### src/hdl/servo_linear_ramp_top_macros.svh
// Assertion helpers used by the servo ramp datapath.
// Both expect a clock named clk and an active-low reset named rst_n in scope.
`ifndef SERVO_LINEAR_RAMP_TOP_MACROS_SVH
`define SERVO_LINEAR_RAMP_TOP_MACROS_SVH

// A condition that must hold at every clock edge out of reset.
`define SLR_ASSERT_ALWAYS(label, cond, msg) \
    label: assert property (@(posedge clk) disable iff (!rst_n) (cond)) else $error(msg);

// A condition that must hold in the cycle after a trigger.
`define SLR_ASSERT_NEXT(label, trig, cond, msg) \
    label: assert property (@(posedge clk) disable iff (!rst_n) (trig) |=> (cond)) \
        else $error(msg);

`endif

### src/hdl/slr_pkg.sv
package slr_pkg;

    // Field widths.
    localparam int ANGLE_W = 8;
    localparam int DUR_W   = 12;
    localparam int TPS_W22 = 22;

    // Tick rate of the tick items, in ticks per second.
    localparam int TICKS_PER_SECOND = 1000;
    localparam int TPS_W  = $clog2(TICKS_PER_SECOND + 1);
    localparam int PROD_W = DUR_W + TPS_W;
    localparam int CMP_W  = (PROD_W > TPS_W22) ? PROD_W : TPS_W22;
    localparam int DIV_CNT_W = $clog2(PROD_W);

    localparam logic [TPS_W-1:0]   TPS_VAL     = TPS_W'(TICKS_PER_SECOND);
    localparam logic [TPS_W22-1:0] TPS_MAX     = {TPS_W22{1'b1}};
    localparam logic [ANGLE_W-1:0] ANGLE_LIMIT = 8'd180;

    // Operation codes.
    localparam logic OP_MOVE = 1'b0;
    localparam logic OP_TICK = 1'b1;

    // Register index of max_angle.
    localparam logic REG_MAX_ANGLE = 1'b0;

    typedef struct packed {
        logic               operation;
        logic [ANGLE_W-1:0] target_angle;
        logic [DUR_W-1:0]   duration_seconds;
    } in_item_t;

    typedef struct packed {
        logic [ANGLE_W-1:0] angle;
        logic               moving;
        logic               stepped;
    } out_item_t;

    typedef enum logic [2:0] {
        ST_IDLE,
        ST_PREP,
        ST_DIV,
        ST_STEP,
        ST_OUT
    } state_t;

    // Commands from the controller to the datapath.
    typedef struct packed {
        logic latch_in;
        logic prep;
        logic div_step;
        logic step;
        logic tick;
        logic load_out;
    } ctrl_cmd_t;

    // Status from the datapath to the controller.
    typedef struct packed {
        logic is_tick;
        logic same;
        logic div_last;
        logic out_free;
    } dp_stat_t;

endpackage

### src/hdl/slr_ctrl.sv
module slr_ctrl (
    input  logic              clk,
    input  logic              rst_n,
    input  logic              cmd_valid,
    output logic              cmd_ready,
    input  slr_pkg::dp_stat_t stat,
    output slr_pkg::ctrl_cmd_t cmd
);
    import slr_pkg::*;

    state_t state_reg;
    state_t state_next;

    // State register.
    always_ff @(posedge clk or negedge rst_n)
    begin
        if (!rst_n)
        begin
            state_reg <= ST_IDLE;
        end
        else
        begin
            state_reg <= state_next;
        end
    end

    // Next state and datapath commands.
    always_comb
    begin
        state_next = state_reg;
        cmd        = '0;
        cmd_ready  = 1'b0;
        case (state_reg)
            ST_IDLE:
            begin
                cmd_ready = 1'b1;
                if (cmd_valid)
                begin
                    cmd.latch_in = 1'b1;
                    state_next   = ST_PREP;
                end
            end
            ST_PREP:
            begin
                if (stat.is_tick)
                begin
                    cmd.tick   = 1'b1;
                    state_next = ST_OUT;
                end
                else
                begin
                    cmd.prep   = 1'b1;
                    state_next = stat.same ? ST_OUT : ST_DIV;
                end
            end
            ST_DIV:
            begin
                cmd.div_step = 1'b1;
                if (stat.div_last)
                begin
                    state_next = ST_STEP;
                end
            end
            ST_STEP:
            begin
                cmd.step   = 1'b1;
                state_next = ST_OUT;
            end
            ST_OUT:
            begin
                if (stat.out_free)
                begin
                    cmd.load_out = 1'b1;
                    state_next   = ST_IDLE;
                end
            end
            default:
            begin
                state_next = ST_IDLE;
            end
        endcase
    end

endmodule

### src/hdl/slr_dp.sv
`include "servo_linear_ramp_top_macros.svh"

module slr_dp (
    input  logic                        clk,
    input  logic                        rst_n,
    input  slr_pkg::ctrl_cmd_t          cmd,
    output slr_pkg::dp_stat_t           stat,
    input  slr_pkg::in_item_t           cmd_data,
    input  logic [slr_pkg::ANGLE_W-1:0] max_angle,
    output logic                        res_valid,
    input  logic                        res_ready,
    output slr_pkg::out_item_t          res_data
);
    import slr_pkg::*;

    // Latched input item.
    logic               op_reg;
    logic [ANGLE_W-1:0] tgt_reg;
    logic [DUR_W-1:0]   dur_reg;

    // Ramp state.
    logic [ANGLE_W-1:0] position_reg;
    logic [ANGLE_W-1:0] goal_reg;
    logic [TPS_W22-1:0] tps_reg;
    logic [TPS_W22-1:0] tick_count_reg;
    logic               busy_reg;
    logic               stepped_reg;

    // Divider.
    logic [PROD_W-1:0]    quo_reg;
    logic [ANGLE_W-1:0]   rem_reg;
    logic [ANGLE_W-1:0]   dist_reg;
    logic [DIV_CNT_W-1:0] div_cnt_reg;

    // Result register.
    logic      out_valid_reg;
    out_item_t out_data_reg;

    logic [ANGLE_W-1:0] lim;
    logic [ANGLE_W-1:0] clamped;
    logic [ANGLE_W:0]   trial;
    logic               trial_ge;
    logic [CMP_W-1:0]   q_ext;
    logic [TPS_W22-1:0] q_sat;
    logic [TPS_W22-1:0] tc_inc;
    logic [ANGLE_W-1:0] pos_stepped;
    logic               can_step;

    // Target clamp against the configured limit.
    always_comb
    begin
        lim     = (max_angle > ANGLE_LIMIT) ? ANGLE_LIMIT : max_angle;
        clamped = (tgt_reg > lim) ? lim : tgt_reg;
    end

    // One restoring division step: shift in the next dividend bit, subtract if it fits.
    always_comb
    begin
        trial    = {rem_reg, quo_reg[PROD_W-1]};
        trial_ge = (trial >= {1'b0, dist_reg});
    end

    // Quotient with a floor of one and saturation to the interval width.
    always_comb
    begin
        q_ext = CMP_W'(quo_reg);
        if (q_ext == '0)
        begin
            q_sat = TPS_W22'(1);
        end
        else if (q_ext > CMP_W'(TPS_MAX))
        begin
            q_sat = TPS_MAX;
        end
        else
        begin
            q_sat = TPS_W22'(q_ext);
        end
    end

    // One-degree move toward the goal.
    always_comb
    begin
        can_step = (position_reg != goal_reg);
        if (position_reg < goal_reg)
        begin
            pos_stepped = position_reg + ANGLE_W'(1);
        end
        else if (position_reg > goal_reg)
        begin
            pos_stepped = position_reg - ANGLE_W'(1);
        end
        else
        begin
            pos_stepped = position_reg;
        end
        tc_inc = tick_count_reg + TPS_W22'(1);
    end

    // Input latch and divider registers; no reset needed.
    always_ff @(posedge clk)
    begin
        if (cmd.latch_in)
        begin
            op_reg  <= cmd_data.operation;
            tgt_reg <= cmd_data.target_angle;
            dur_reg <= cmd_data.duration_seconds;
        end
        if (cmd.prep)
        begin
            quo_reg     <= PROD_W'(dur_reg) * PROD_W'(TPS_VAL);
            rem_reg     <= '0;
            div_cnt_reg <= '0;
            dist_reg    <= (clamped > position_reg) ? (clamped - position_reg)
                                                    : (position_reg - clamped);
        end
        else if (cmd.div_step)
        begin
            quo_reg     <= {quo_reg[PROD_W-2:0], trial_ge};
            rem_reg     <= trial_ge ? ANGLE_W'(trial - {1'b0, dist_reg})
                                    : ANGLE_W'(trial);
            div_cnt_reg <= div_cnt_reg + DIV_CNT_W'(1);
        end
    end

    // Ramp state.
    always_ff @(posedge clk or negedge rst_n)
    begin
        if (!rst_n)
        begin
            position_reg   <= '0;
            goal_reg       <= '0;
            tps_reg        <= TPS_W22'(1);
            tick_count_reg <= '0;
            busy_reg       <= 1'b0;
            stepped_reg    <= 1'b0;
        end
        else if (cmd.prep)
        begin
            // A new command restarts the ramp from the current angle.
            goal_reg       <= clamped;
            tick_count_reg <= '0;
            stepped_reg    <= 1'b0;
            if (clamped == position_reg)
            begin
                busy_reg <= 1'b0;
            end
        end
        else if (cmd.step)
        begin
            // The first step of a move is taken on the command item itself.
            tps_reg        <= q_sat;
            position_reg   <= pos_stepped;
            busy_reg       <= (pos_stepped != goal_reg);
            stepped_reg    <= can_step;
            tick_count_reg <= '0;
        end
        else if (cmd.tick)
        begin
            stepped_reg <= 1'b0;
            if (busy_reg)
            begin
                if (tc_inc >= tps_reg)
                begin
                    tick_count_reg <= '0;
                    position_reg   <= pos_stepped;
                    busy_reg       <= can_step && (pos_stepped != goal_reg);
                    stepped_reg    <= can_step;
                end
                else
                begin
                    tick_count_reg <= tc_inc;
                end
            end
            else
            begin
                tick_count_reg <= '0;
            end
        end
    end

    // Result register parts the datapath from a stalled receiver.
    always_ff @(posedge clk or negedge rst_n)
    begin
        if (!rst_n)
        begin
            out_valid_reg <= 1'b0;
        end
        else if (cmd.load_out)
        begin
            out_valid_reg <= 1'b1;
        end
        else if (res_ready)
        begin
            out_valid_reg <= 1'b0;
        end
    end

    always_ff @(posedge clk)
    begin
        if (cmd.load_out)
        begin
            out_data_reg.angle   <= position_reg;
            out_data_reg.moving  <= busy_reg;
            out_data_reg.stepped <= stepped_reg;
        end
    end

    assign res_valid = out_valid_reg;
    assign res_data  = out_data_reg;

    // Status to the controller.
    always_comb
    begin
        stat.is_tick  = (op_reg == OP_TICK);
        stat.same     = (clamped == position_reg);
        stat.div_last = (div_cnt_reg == DIV_CNT_W'(PROD_W - 1));
        stat.out_free = !out_valid_reg || res_ready;
    end

    `SLR_ASSERT_ALWAYS(a_tps_nonzero, tps_reg != '0, "ticks per step is zero")
    `SLR_ASSERT_ALWAYS(a_idle_count_clear, busy_reg || (tick_count_reg == '0),
        "tick count not clear while idle")
    `SLR_ASSERT_ALWAYS(a_count_below_interval, tick_count_reg < tps_reg,
        "tick count reached the interval without a step")
    `SLR_ASSERT_NEXT(a_cmd_step_moves, cmd.step, position_reg != $past(position_reg),
        "command step left the angle unchanged")

endmodule

### src/hdl/servo_linear_ramp_top.sv
// Servo linear ramp: moves a servo angle toward a commanded target in
// one-degree steps spread evenly over a commanded duration.
// Input channel cmd_valid/cmd_ready/cmd_data carries either a move command
// (target angle and duration in seconds) or a one-millisecond tick item.
// Each accepted item yields exactly one result on res_valid/res_ready/res_data:
// the angle after the item, whether the ramp is still moving, and whether the
// angle stepped on this item.
// Path: a tick item or a command to the current angle goes from IDLE through
// PREP to OUT, where the result register loads; any other command also passes
// through DIV, the restoring divider that works out ticks per step one quotient
// bit per cycle, and then STEP. Items are taken one at a time: the next item is
// accepted only once the block is back in IDLE.
// A result register sits at the output: the next item is accepted while a
// result waits, and if the receiver stalls the following result holds inside
// the block until the register frees, with cmd_ready low meanwhile.
// Reset clears the angle, goal and tick count to zero, sets the interval to
// one tick and max_angle to 180. max_angle lies at APB byte address 0.
module servo_linear_ramp_top (
    input  logic               clk,
    input  logic               rst_n,
    input  logic               cmd_valid,
    output logic               cmd_ready,
    input  slr_pkg::in_item_t  cmd_data,
    output logic               res_valid,
    input  logic               res_ready,
    output slr_pkg::out_item_t res_data,
    input  logic               psel,
    input  logic               penable,
    input  logic               pwrite,
    input  logic [2:0]         paddr,
    input  logic [31:0]        pwdata,
    output logic [31:0]        prdata,
    output logic               pready
);
    import slr_pkg::*;

    logic [ANGLE_W-1:0] max_angle_reg;
    ctrl_cmd_t          cmd;
    dp_stat_t           stat;
    logic               apb_write;

    // Configuration register.
    assign pready    = 1'b1;
    assign apb_write = psel && penable && pwrite;

    always_ff @(posedge clk or negedge rst_n)
    begin
        if (!rst_n)
        begin
            max_angle_reg <= ANGLE_LIMIT;
        end
        else if (apb_write && (paddr[2] == REG_MAX_ANGLE))
        begin
            max_angle_reg <= pwdata[ANGLE_W-1:0];
        end
    end

    always_comb
    begin
        prdata = '0;
        if (paddr[2] == REG_MAX_ANGLE)
        begin
            prdata = 32'(max_angle_reg);
        end
    end

    // Controller and datapath.
    slr_ctrl u_ctrl (
        .clk       (clk),
        .rst_n     (rst_n),
        .cmd_valid (cmd_valid),
        .cmd_ready (cmd_ready),
        .stat      (stat),
        .cmd       (cmd)
    );

    slr_dp u_dp (
        .clk       (clk),
        .rst_n     (rst_n),
        .cmd       (cmd),
        .stat      (stat),
        .cmd_data  (cmd_data),
        .max_angle (max_angle_reg),
        .res_valid (res_valid),
        .res_ready (res_ready),
        .res_data  (res_data)
    );

endmodule
### config.mk
export PLATFORM = sky130hd
export DESIGN_NAME = servo_linear_ramp_top
export DESIGN_NICKNAME = d
export VERILOG_FILES = /design/src/hdl/slr_pkg.sv /design/src/hdl/slr_ctrl.sv /design/src/hdl/slr_dp.sv /design/src/hdl/servo_linear_ramp_top.sv
export VERILOG_INCLUDE_DIRS = /design/src /design/src/hdl
export SDC_FILE = /design/constraint.sdc
export NUM_CORES = 1
export LEC_CHECK = 0
export ABC_AREA = 0
export ABC_CLOCK_PERIOD_IN_PS = 5500
export BUFFER_PORTS_ARGS = -buffer_cell sky130_fd_sc_hd__buf_2
export CAP_MARGIN = 5
export CORE_MARGIN = 2
export CORE_UTILIZATION = 61
export DETAILED_ROUTE_END_ITERATION = 12
export GPL_ROUTABILITY_DRIVEN = 0
export HOLD_SLACK_MARGIN = 0.1
export MAX_ROUTING_LAYER = met4
export PLACE_DENSITY = 0.79
export SYNTH_ARGS = -nofsm -noshare
export SYNTH_HDL_FRONTEND = slang
export SYNTH_SLANG_ARGS = --single-unit
### constraint.sdc
create_clock -name clk -period 5.5 [get_ports clk]
set_input_delay 0 -clock clk [delete_from_list [all_inputs] [get_ports clk]]
set_output_delay 0 -clock clk [all_outputs]
set_load 0.02 [all_outputs]
* Word-level counts from Yosys, hierarchy flattened
Index checks and enable logic that the tools add are counted.
Cells by class: equal/unequal tests 12, bitwise logic cells 2, mux-type cells 50, reduce and logical (&&, ||, !) cells 18, order comparisons 8, multiply operators 1, add/subtract/negate cells 7
Operators by type and width (number):
- 22-bit two-way mux | 9
- 8-bit two-way mux | 11
- 8-bit > comparator | 3
- 1-bit two-way mux | 24
- 8-bit subtractor | 3
- 22-bit by 1-bit adder with 22-bit output, second input constant | 1
- 22-bit >= comparator | 1
- 22-bit > comparator, second input constant | 1
- 22-bit zero test | 1
- 12-bit by 7-bit multiplier with 19-bit output, second input constant | 1
- 8-bit inequality test | 2
- 3-bit two-way mux | 5
- 3-bit case mux with 5 select lines | 1
- 2-bit nonzero test | 5
- 9-bit by 8-bit >= comparator with 1-bit output | 1
- 8-bit by 1-bit adder with 8-bit output, second input constant | 1
- 8-bit equality test | 1
- 8-bit > comparator, second input constant | 1
- 8-bit < comparator | 1
- 8-bit by 1-bit subtractor with 8-bit output, second input constant | 1
- 3-bit by 2-bit equality test with 1-bit output, second input constant | 2
- 2-bit inequality test, second input constant | 3
- 5-bit by 1-bit adder with 5-bit output, second input constant | 1
- 5-bit equality test, second input constant | 1
- other kinds (12) | 17
Storage, ports and cells: output and inout bits 45, bits of input ports 63, word-level logic and storage cells 118, register bits 148

* Logic depth before layout (Yosys ltp)
Gate-level depths: netlist (run 1).
depth in word-level cells 10, gate-level depth with buffers 23, mapped depth without buffers 21

* Cells and area by module
A second synthesis (run 1) with hierarchy kept.
Second synthesis, totals: cells, all modules 1107, area, all modules 10830.4 µm²
By module, submodules not included:
- slr_dp | cells each 1034, sequential area each 3639.7 µm², times used 1, area each 10039.6 µm²
- servo_linear_ramp_top | cells each 52, sequential area each 205.2 µm², times used 1, area each 584.3 µm²
- slr_ctrl | cells each 21, sequential area each 75.1 µm², times used 1, area each 206.4 µm²

* Worst setup path after synthesis (run 1)
OpenSTA, ideal clock, no wires.
kind reg-to-reg, start register max_angle_reg[4], end register u_dp.dist_reg[7], data pin, library setup time 0.259 ns, period minus slack after synthesis 4.706 ns, stages on the path, launching flop included 23, slack 0.794 ns, data arrival time 4.447 ns, buffers on the path 2, data required time 5.241 ns, cells stage by stage dfstp_2 -> a21o_1 -> nand2_1 -> o21ai_0 -> ha_1 -> nor2b_1 -> o211a_1 -> o21a_1 -> o21ai_1 -> clkbuf_1 -> nor2_1 -> a21oi_1 -> inv_1 -> ha_1 -> clkbuf_1 -> nand3_1 -> nand2_1 -> a31oi_1 -> o31ai_4 -> mux2_2 -> nand2_1 -> nand4_1 -> xor2_1
Between the ends: cells in the longest elaborated chain, start to end 6, elaborated cells on any way between the ends 8, classes of those cells add/sub (2); order compare (3); mux (3)
Ends and longest elaborated chain:
- start: declaration | RTL line servo_linear_ramp_top.sv:37 | logic [ANGLE_W-1:0] max_angle_reg;
- start signal: assignment | RTL line servo_linear_ramp_top.sv:54 | max_angle_reg <= pwdata[ANGLE_W-1:0];
- 8-bit > comparator | RTL line slr_dp.sv:52 | lim = (max_angle > ANGLE_LIMIT) ? ANGLE_LIMIT : max_angle;
- 8-bit two-way mux (*) | RTL line slr_dp.sv:52
- 8-bit > comparator | RTL line slr_dp.sv:53 | clamped = (tgt_reg > lim) ? lim : tgt_reg;
- 8-bit two-way mux (*) | RTL line slr_dp.sv:53
- via u_dp.clamped[2] | RTL line slr_dp.sv:40 | logic [ANGLE_W-1:0] clamped;
- 8-bit subtractor, or another cell as far along | RTL line slr_dp.sv:115 | : (position_reg - clamped);
- 8-bit two-way mux (*) | RTL line slr_dp.sv:114 | dist_reg <= (clamped > position_reg) ? (clamped - position_reg)
- end signal: assignment | RTL line slr_dp.sv:114
- end: declaration | RTL line slr_dp.sv:32 | logic [ANGLE_W-1:0] dist_reg;
Mark *: on every way through the listed nets, which the timed path passes. The rest lies on a longest branch. A chain may end at the register's enable or synchronous reset.

* Worst setup path after layout (run 1)
start register max_angle_reg[4], end register u_dp.busy_reg
Between the ends: cells in the longest elaborated chain, start to end 7
Ends and longest elaborated chain:
- 8-bit > comparator | RTL line slr_dp.sv:52
- 8-bit two-way mux (*) | RTL line slr_dp.sv:52
- 8-bit > comparator | RTL line slr_dp.sv:53
- 8-bit two-way mux (*) | RTL line slr_dp.sv:53
- via u_dp.clamped[5] | RTL line slr_dp.sv:40
- 8-bit equality test (*) | RTL line slr_dp.sv:144 | if (clamped == position_reg)
- 2-bit by 1-bit inequality test with 1-bit output (no line) (*)
- 2-bit AND reduction (no line) (*)
- end signal: assignment | RTL line slr_dp.sv:154 | busy_reg <= (pos_stepped != goal_reg);
- end signal: assignment | RTL line slr_dp.sv:167 | busy_reg <= can_step && (pos_stepped != goal_reg);
- end: declaration | RTL line slr_dp.sv:26 | logic busy_reg;
Marked as above.

==> parameters.txt, run 1 <==
Parameter                              Value

Detailed routing
  Routed wirelength normalized by instance count    roughly 16 um
  First-pass iteration count of the detailed router    5
  Sum of routed wire length over all layers    between 20 and 25 mm
  Via density per instance    5.62
  DRC violations left    0
  Number of violations reported at the end of detailed-routing iteration 0    627
  Count of nets left with antenna violations after detail routing    0
  Total vias in the final route    7,672

STA
  Final Hold Vio Count    0
  Setup tns final    0 ns
  Minimum clock period after layout    5.12 ns
  Final setup violation count    0
  Max Clock Freq    195 MHz
  Slew Limit Fails    0
  Slew of the pin with the lowest slew margin    between 1 and 1.5 ns
  Headroom to the max-slew limit    0.255
  Worst clock skew    0.00693 ns
  Share of the clock period used by the worst path    0.931

Critical path
  Path type of the worst setup path    register to register
  Register-to-register setup slack    around 0.38 ns
  Worst EP required    5.79 ns
  Termination of the worst setup path    u_dp.busy_reg
  Endpoint type of the worst setup path    register
  Crit Path Max Fanout    12
  RR Startpoint    max_angle_reg[4]
  Type of element launching the critical path    register
  Data arrival, critical path    5.41 ns
  Launch point of the critical path    max_angle_reg[4]
  Cells on worst reg2reg path    20
  Worst r2r dst    u_dp.busy_reg

Outcome
  Run status    completed

Finish
  Area used by multi-input combinational logic    5950 um^2
  Register Area    3920 um^2
  Proportion of layout cells with a drive suffix above 1    0.137
  Fin nets    between 1,000 and 1,500
  Finished Cell Area    11,900 um^2
  Count of fill cells added during filler insertion    1,269
  Synthesis-to-layout area growth    12.7%
  Number of antenna cells inserted    0

Clock tree
  H-Tree Depth    4
  Number of CTS-inserted buffers    17
  Root buffer cell    sky130_fd_sc_hd__clkbuf_16
  Worst-skew pair later-pin latency    approximately 0.43 ns
  Maximum count of clock buffers along a single path    2
  # resized after CTS    0
  Clock-pin slew on the worst setup and hold paths    0.06 ns
  TritonCTS clock tree    built
  Sink Count    approximately 150

Synth
  Sequential area share after synthesis    0.370
  Avg Cell Area, Syn    slightly above 10 um^2
  Dominant cell type by area after synthesis    sky130_fd_sc_hd__edfxtp_1
  Count of distinct cell types in the synthesized netlist    70
  Synthesized flop and latch total    148
  Commonest register cell after synthesis    sky130_fd_sc_hd__dfrtp_1
  Yosys warns    0
  Syn Std Cell Area    10,600 um^2
  Fraction of registers with async set or reset after synthesis    0.500
  Post-Synthesis Cells    1,042
  Commonest cells post-synth    sky130_fd_sc_hd__inv_1, sky130_fd_sc_hd__ha_1, sky130_fd_sc_hd__dfrtp_1
  Share of Yosys cell area claimed by the top area cell type    0.164
  Cell with the most instances after synthesis    sky130_fd_sc_hd__inv_1
  Number of enable-type register cells in the synthesized netlist    58
  Area contributors post-synth    sky130_fd_sc_hd__edfxtp_1, sky130_fd_sc_hd__dfrtp_1, sky130_fd_sc_hd__ha_1

Floorplanning
  Number of rows in the core area    48
  Standard cell core area    about 17,000 um^2
  I/O pin cnt    108
  Overall die height    around 140 um
  Horizontal die dimension    136 um
  Overall die area    roughly 18,000 um^2
  Starting density of the core    0.619

GRT
  Global route total overflow    0
  Maximum number of pins on one net before global-route repair    75
  Vias in the first global route    7,412
  Gr usage total    0.251
  Initial antenna violation count    0
  First-pass GRT wire length    35.6 mm

Worst hold path
  Kind of path behind the tightest hold check    primary input to register

Place
  IO Port Bufs    56
  HPWL reported at the end of detailed placement    15.3 mm
  Instance area after placement    between 10,000 and 15,000 um^2

Run
  Number of max-cap violations    0
placed cells by master (no fill, tap or decap), drive strengths merged, types with 32 or more instances in the layout:
cell,count
fa,40
a21oi,49
buf,67
mux2,32
inv,134
xnor2,43
ha,109
o21ai,53
nand2,67
edfxtp,58
nor2,46
dfrtp,69
dlygate4sd3,32
through the flow:
step / worst slack (ns) / utilization / hold WS, ns / std cells
2_1_floorplan: 0.794 / - / -0.296 / 1065
3_3_place_gp: 0.558 / 0.641 / 0.176 / 1297
3_5_place_dp: 0.428 / 0.641 / 0.178 / 1297
4_1_cts: 0.379 / 0.695 / 0.206 / 1361
5_1_grt: -0.00841 / 0.698 / 0.242 / 1366
6_report: 0.380 / 0.698 / 0.219 / 1366
routing by layer:
layer  wire (um)  global-route usage
met5           0                   -
met4         374              0.0804
met3         926              0.0352
met2       10100               0.400
met1        9940               0.335
kinds of logic (layout without fill, tap and decap cells):
kind of cell | after synthesis | count (layout) | share of synthesized area
and+or+nand+nor | 241 | 241 | 0.118
AOI/OAI and AO/OA | 205 | 205 | 0.130
buffers and inverters | 186 | 262 | 0.0762
adders and majority gates | 149 | 149 | 0.204
DFF | 148 | 148 | 0.370
xor gates and xnor gates | 68 | 68 | 0.0562
muxes | 43 | 43 | 0.0444
other | 2 | 25 | 0.000709
cell type report:
cell class,count,area share
Clock inverter,15,0.0152
Clock buffer,17,0.0356
Multi-Input combinational cell,731,0.499
Tap cell,225,0.0236
Inverter,131,0.0412
Timing Repair Buffer,99,0.0574
Sequential cell,148,0.328
worst min-delay path by stage:
stage          slack [ns]  cells past startpoint          endpoint          from
2_1_floorplan       -0.30                      0  max_angle_reg[0]         rst_n
3_3_place_gp         0.18                      1   u_dp.tgt_reg[1]  cmd_data[13]
3_5_place_dp         0.18                      1   u_dp.tgt_reg[0]  cmd_data[12]
4_1_cts              0.21                      3  max_angle_reg[3]        pwrite
5_1_grt              0.24                      3  max_angle_reg[7]        pwrite
6_report             0.22                      3  max_angle_reg[2]        pwrite
critical path: stages, from the launching register on:
cell and delay [ns]:
sky130_fd_sc_hd__dfstp_2 0.56, sky130_fd_sc_hd__a21o_1 0.12, sky130_fd_sc_hd__nand2_1 0.07, sky130_fd_sc_hd__o21ai_0 0.37, sky130_fd_sc_hd__ha_1 0.33, sky130_fd_sc_hd__nor2b_1 0.14
sky130_fd_sc_hd__o211a_1 0.22, sky130_fd_sc_hd__o21a_1 0.20, sky130_fd_sc_hd__o21ai_1 0.19, sky130_fd_sc_hd__buf_4 0.22, sky130_fd_sc_hd__nor2_1 0.06, sky130_fd_sc_hd__a21oi_1 0.29
sky130_fd_sc_hd__inv_1 0.08, sky130_fd_sc_hd__ha_1 0.40, sky130_fd_sc_hd__nand4_1 0.18, sky130_fd_sc_hd__nor2_1 0.39, sky130_fd_sc_hd__o31ai_1 0.15, sky130_fd_sc_hd__and2_1 0.24
sky130_fd_sc_hd__a2111oi_0 0.38, sky130_fd_sc_hd__and4_1 0.25, sky130_fd_sc_hd__a41oi_1 0.12
what timing repair did:
| action | in CTS | in global routing |
|---|---|---|
| hold buffers | 32 | 0 |
| buffers inserted | 0 | 5 |
| setup endpoints to repair | 0 | 1 |
| hold endpoints to repair | 101 | 0 |
Power of run 1 is not shown: default switching activity piles up to over one toggle a cycle in this logic, so the estimate is an artifact.
==> run 2: changes to the inputs <==
- CTS_CLUSTER_DIAMETER: not set -> 40
- RECOVER_POWER: not set -> 50
==> parameters.txt, run 2 (synthesis gave the netlist of run 1 again) <==
Parameter                              Value

Outcome
  Run status    finished with violations
  Failing checks    max-capacitance violations, max-slew violations

Floorplanning
  Number of rows in the core area    48 (unchanged)
  Horizontal die dimension    136 um (unchanged)
  Overall die area    18,400 um^2 (unchanged)
  I/O pin cnt    108 (unchanged)
  Standard cell core area    17,100 um^2 (unchanged)
  Overall die height    136 um (unchanged)
  Starting density of the core    0.619 (unchanged)

Critical path
  Critical Path, Cell by Cell    a21o_1, nand2_1, o21ai_0, ha_1, nor2b_1, o211a_1, o21a_1, o21ai_1, buf_4, nor2_1, a21oi_1, inv_1, ha_1, nand4_1, nor2_1, o31ai_1, and2_1, a2111oi_0, and4_1, a41oi_1
  Cell with the largest stage delay on the worst path    sky130_fd_sc_hd__dfstp_2
  Crit Path Max Fanout    12 (unchanged)
  Stage delay of the slowest cell on the critical path    0.56 ns (about the same)
  Type of element launching the critical path    register
  Path type of the worst setup path    register to register
  Data arrival, critical path    5.41 ns (about the same)
  Endpoint type of the worst setup path    register
  Worst EP required    5.79 ns (about the same)

Place
  Post-placement worst setup slack    0.428 ns (unchanged)
  IO Port Bufs    56 (unchanged)
  HPWL reported at the end of detailed placement    15.3 mm (unchanged)

Finish
  Count of fill cells added during filler insertion    1,284 (+1.2%)
  Area used by multi-input combinational logic    5950 um^2 (unchanged)
  Synthesis-to-layout area growth    12.5%
  Proportion of layout cells with a drive suffix above 1    0.116 (-0.0210)
  Number of antenna cells inserted    0 (unchanged)
  Fin nets    1,340 (unchanged)
  Most used cells in the layout excluding fill and tap cells    sky130_fd_sc_hd__inv_1, sky130_fd_sc_hd__ha_1, sky130_fd_sc_hd__dfrtp_1, sky130_fd_sc_hd__nand2_1, sky130_fd_sc_hd__edfxtp_1
  Register Area    3920 um^2 (unchanged)
  Commonest non-fill, non-tap cell in the layout    sky130_fd_sc_hd__inv_1

STA
  Max Clock Freq    195 MHz (about the same)
  Final setup violation count    0 (unchanged)
  Slew Limit Fails    97 (+97)
  Final Hold Vio Count    0 (unchanged)
  Share of the clock period used by the worst path    0.931 (about the same)
  Worst clock skew    0.00734 ns (+0.000410 ns)
  Minimum clock period after layout    5.12 ns (-0.00137 ns)
  Slew of the pin with the lowest slew margin    4.10 ns (+2.98 ns)
  Headroom to the max-slew limit    -1.73 (-1.99)
  Smallest setup slack after layout    0.382 ns (+0.00137 ns)

Detailed routing
  First-pass iteration count of the detailed router    5 (unchanged)
  Via density per instance    5.62 (+0.12%)
  Number of violations reported at the end of detailed-routing iteration 0    626 (-0.16%)
  Routed wirelength normalized by instance count    15.6 um (about the same)
  DRC violations left    0 (unchanged)
  Sum of routed wire length over all layers    21.3 mm (about the same)
  Total vias in the final route    7,681 (+0.12%)
  Count of nets left with antenna violations after detail routing    0 (unchanged)

Clock tree
  Maximum count of clock buffers along a single path    2 (unchanged)
  Worst-skew pair later-pin latency    0.43 ns (about the same)
  TritonCTS clock tree    built
  Clock-pin slew on the worst setup and hold paths    0.06 ns (about the same)
  Number of CTS-inserted buffers    17 (unchanged)
  Root buffer cell    sky130_fd_sc_hd__clkbuf_16
  Sink Count    148 (unchanged)
  # resized after CTS    0 (unchanged)
  H-Tree Depth    4 (unchanged)

GRT
  Maximum number of pins on one net before global-route repair    75 (unchanged)
  Initial antenna violation count    0 (unchanged)
  Global route total overflow    0 (unchanged)
  Gr usage total    0.251 (unchanged)
  Vias in the first global route    7,412 (unchanged)
  First-pass GRT wire length    35.6 mm (unchanged)

Run
  Number of max-cap violations    2 (+2)

Worst hold path
  Kind of path behind the tightest hold check    primary input to register
run 2: layout make-up:
class,instances,area share
well taps,225,0.0236
inverters,131,0.0413
flip-flops and latches,148,0.329
multi-input cells,731,0.500
clock buffers,17,0.0357
repair buffers,99,0.0550
clock inverters,15,0.0152
run 2: layer usage:
metal  vias to the layer above  GRT usage  part of all wire  wire length, um
met3                        35     0.0352             0.042              896
met2                       208      0.400              0.47            10000
met1                      3686      0.335              0.47            10000
met5                         -          -                 0                0
li1                       3752          -                 -                -
met4                         0     0.0804             0.019              395
run 2: worst max-delay path: cells and delay by family, from the launching register on:
family | cells | cell delay [ns]
AOI/OAI and AO/OA | 9 | 2.05
adders and majority gates | 2 | 0.73
DFF | 1 | 0.56
buffers and inverters | 2 | 0.30
and+or+nand+nor | 7 | 1.33
run 2: path summary, 6_finish.rpt:
kind                                   from               end  slack (ns)  cells after the start
setup / recovery           max_angle_reg[4]     u_dp.busy_reg        0.38                     20
hold / removal                       pwrite  max_angle_reg[3]        0.23                      3
setup reg to reg           max_angle_reg[4]     u_dp.busy_reg        0.38                     20
hold reg to reg            u_dp.stepped_reg  u_dp.res_data[0]        0.47                      0
max in group asynchronous             rst_n  u_dp.tps_reg[20]        1.64                      2
min in group asynchronous             rst_n  u_dp.goal_reg[2]        1.56                      2
run 2: repair_timing:
item,4_1_cts,5_1_grt
buffers inserted,0,5
endpoints found under the hold margin,101,0
hold buffers,32,0
endpoints found under the setup margin,0,1
run 2: per-stage QoR:
stage	cells	hold slack (ns)	setup TNS [ns]	util	instance area, um^2
after global routing	1366	0.245	-0.0107	0.696	11900
after global placement	1297	0.176	0	0.641	11000
after detailed placement	1297	0.178	0	0.641	11000
final	1366	0.226	0	0.696	11900
after CTS	1361	0.206	0	0.695	11900
after floorplan	1065	-0.296	0	-	10700
Power of run 2 is left out for the same reason.
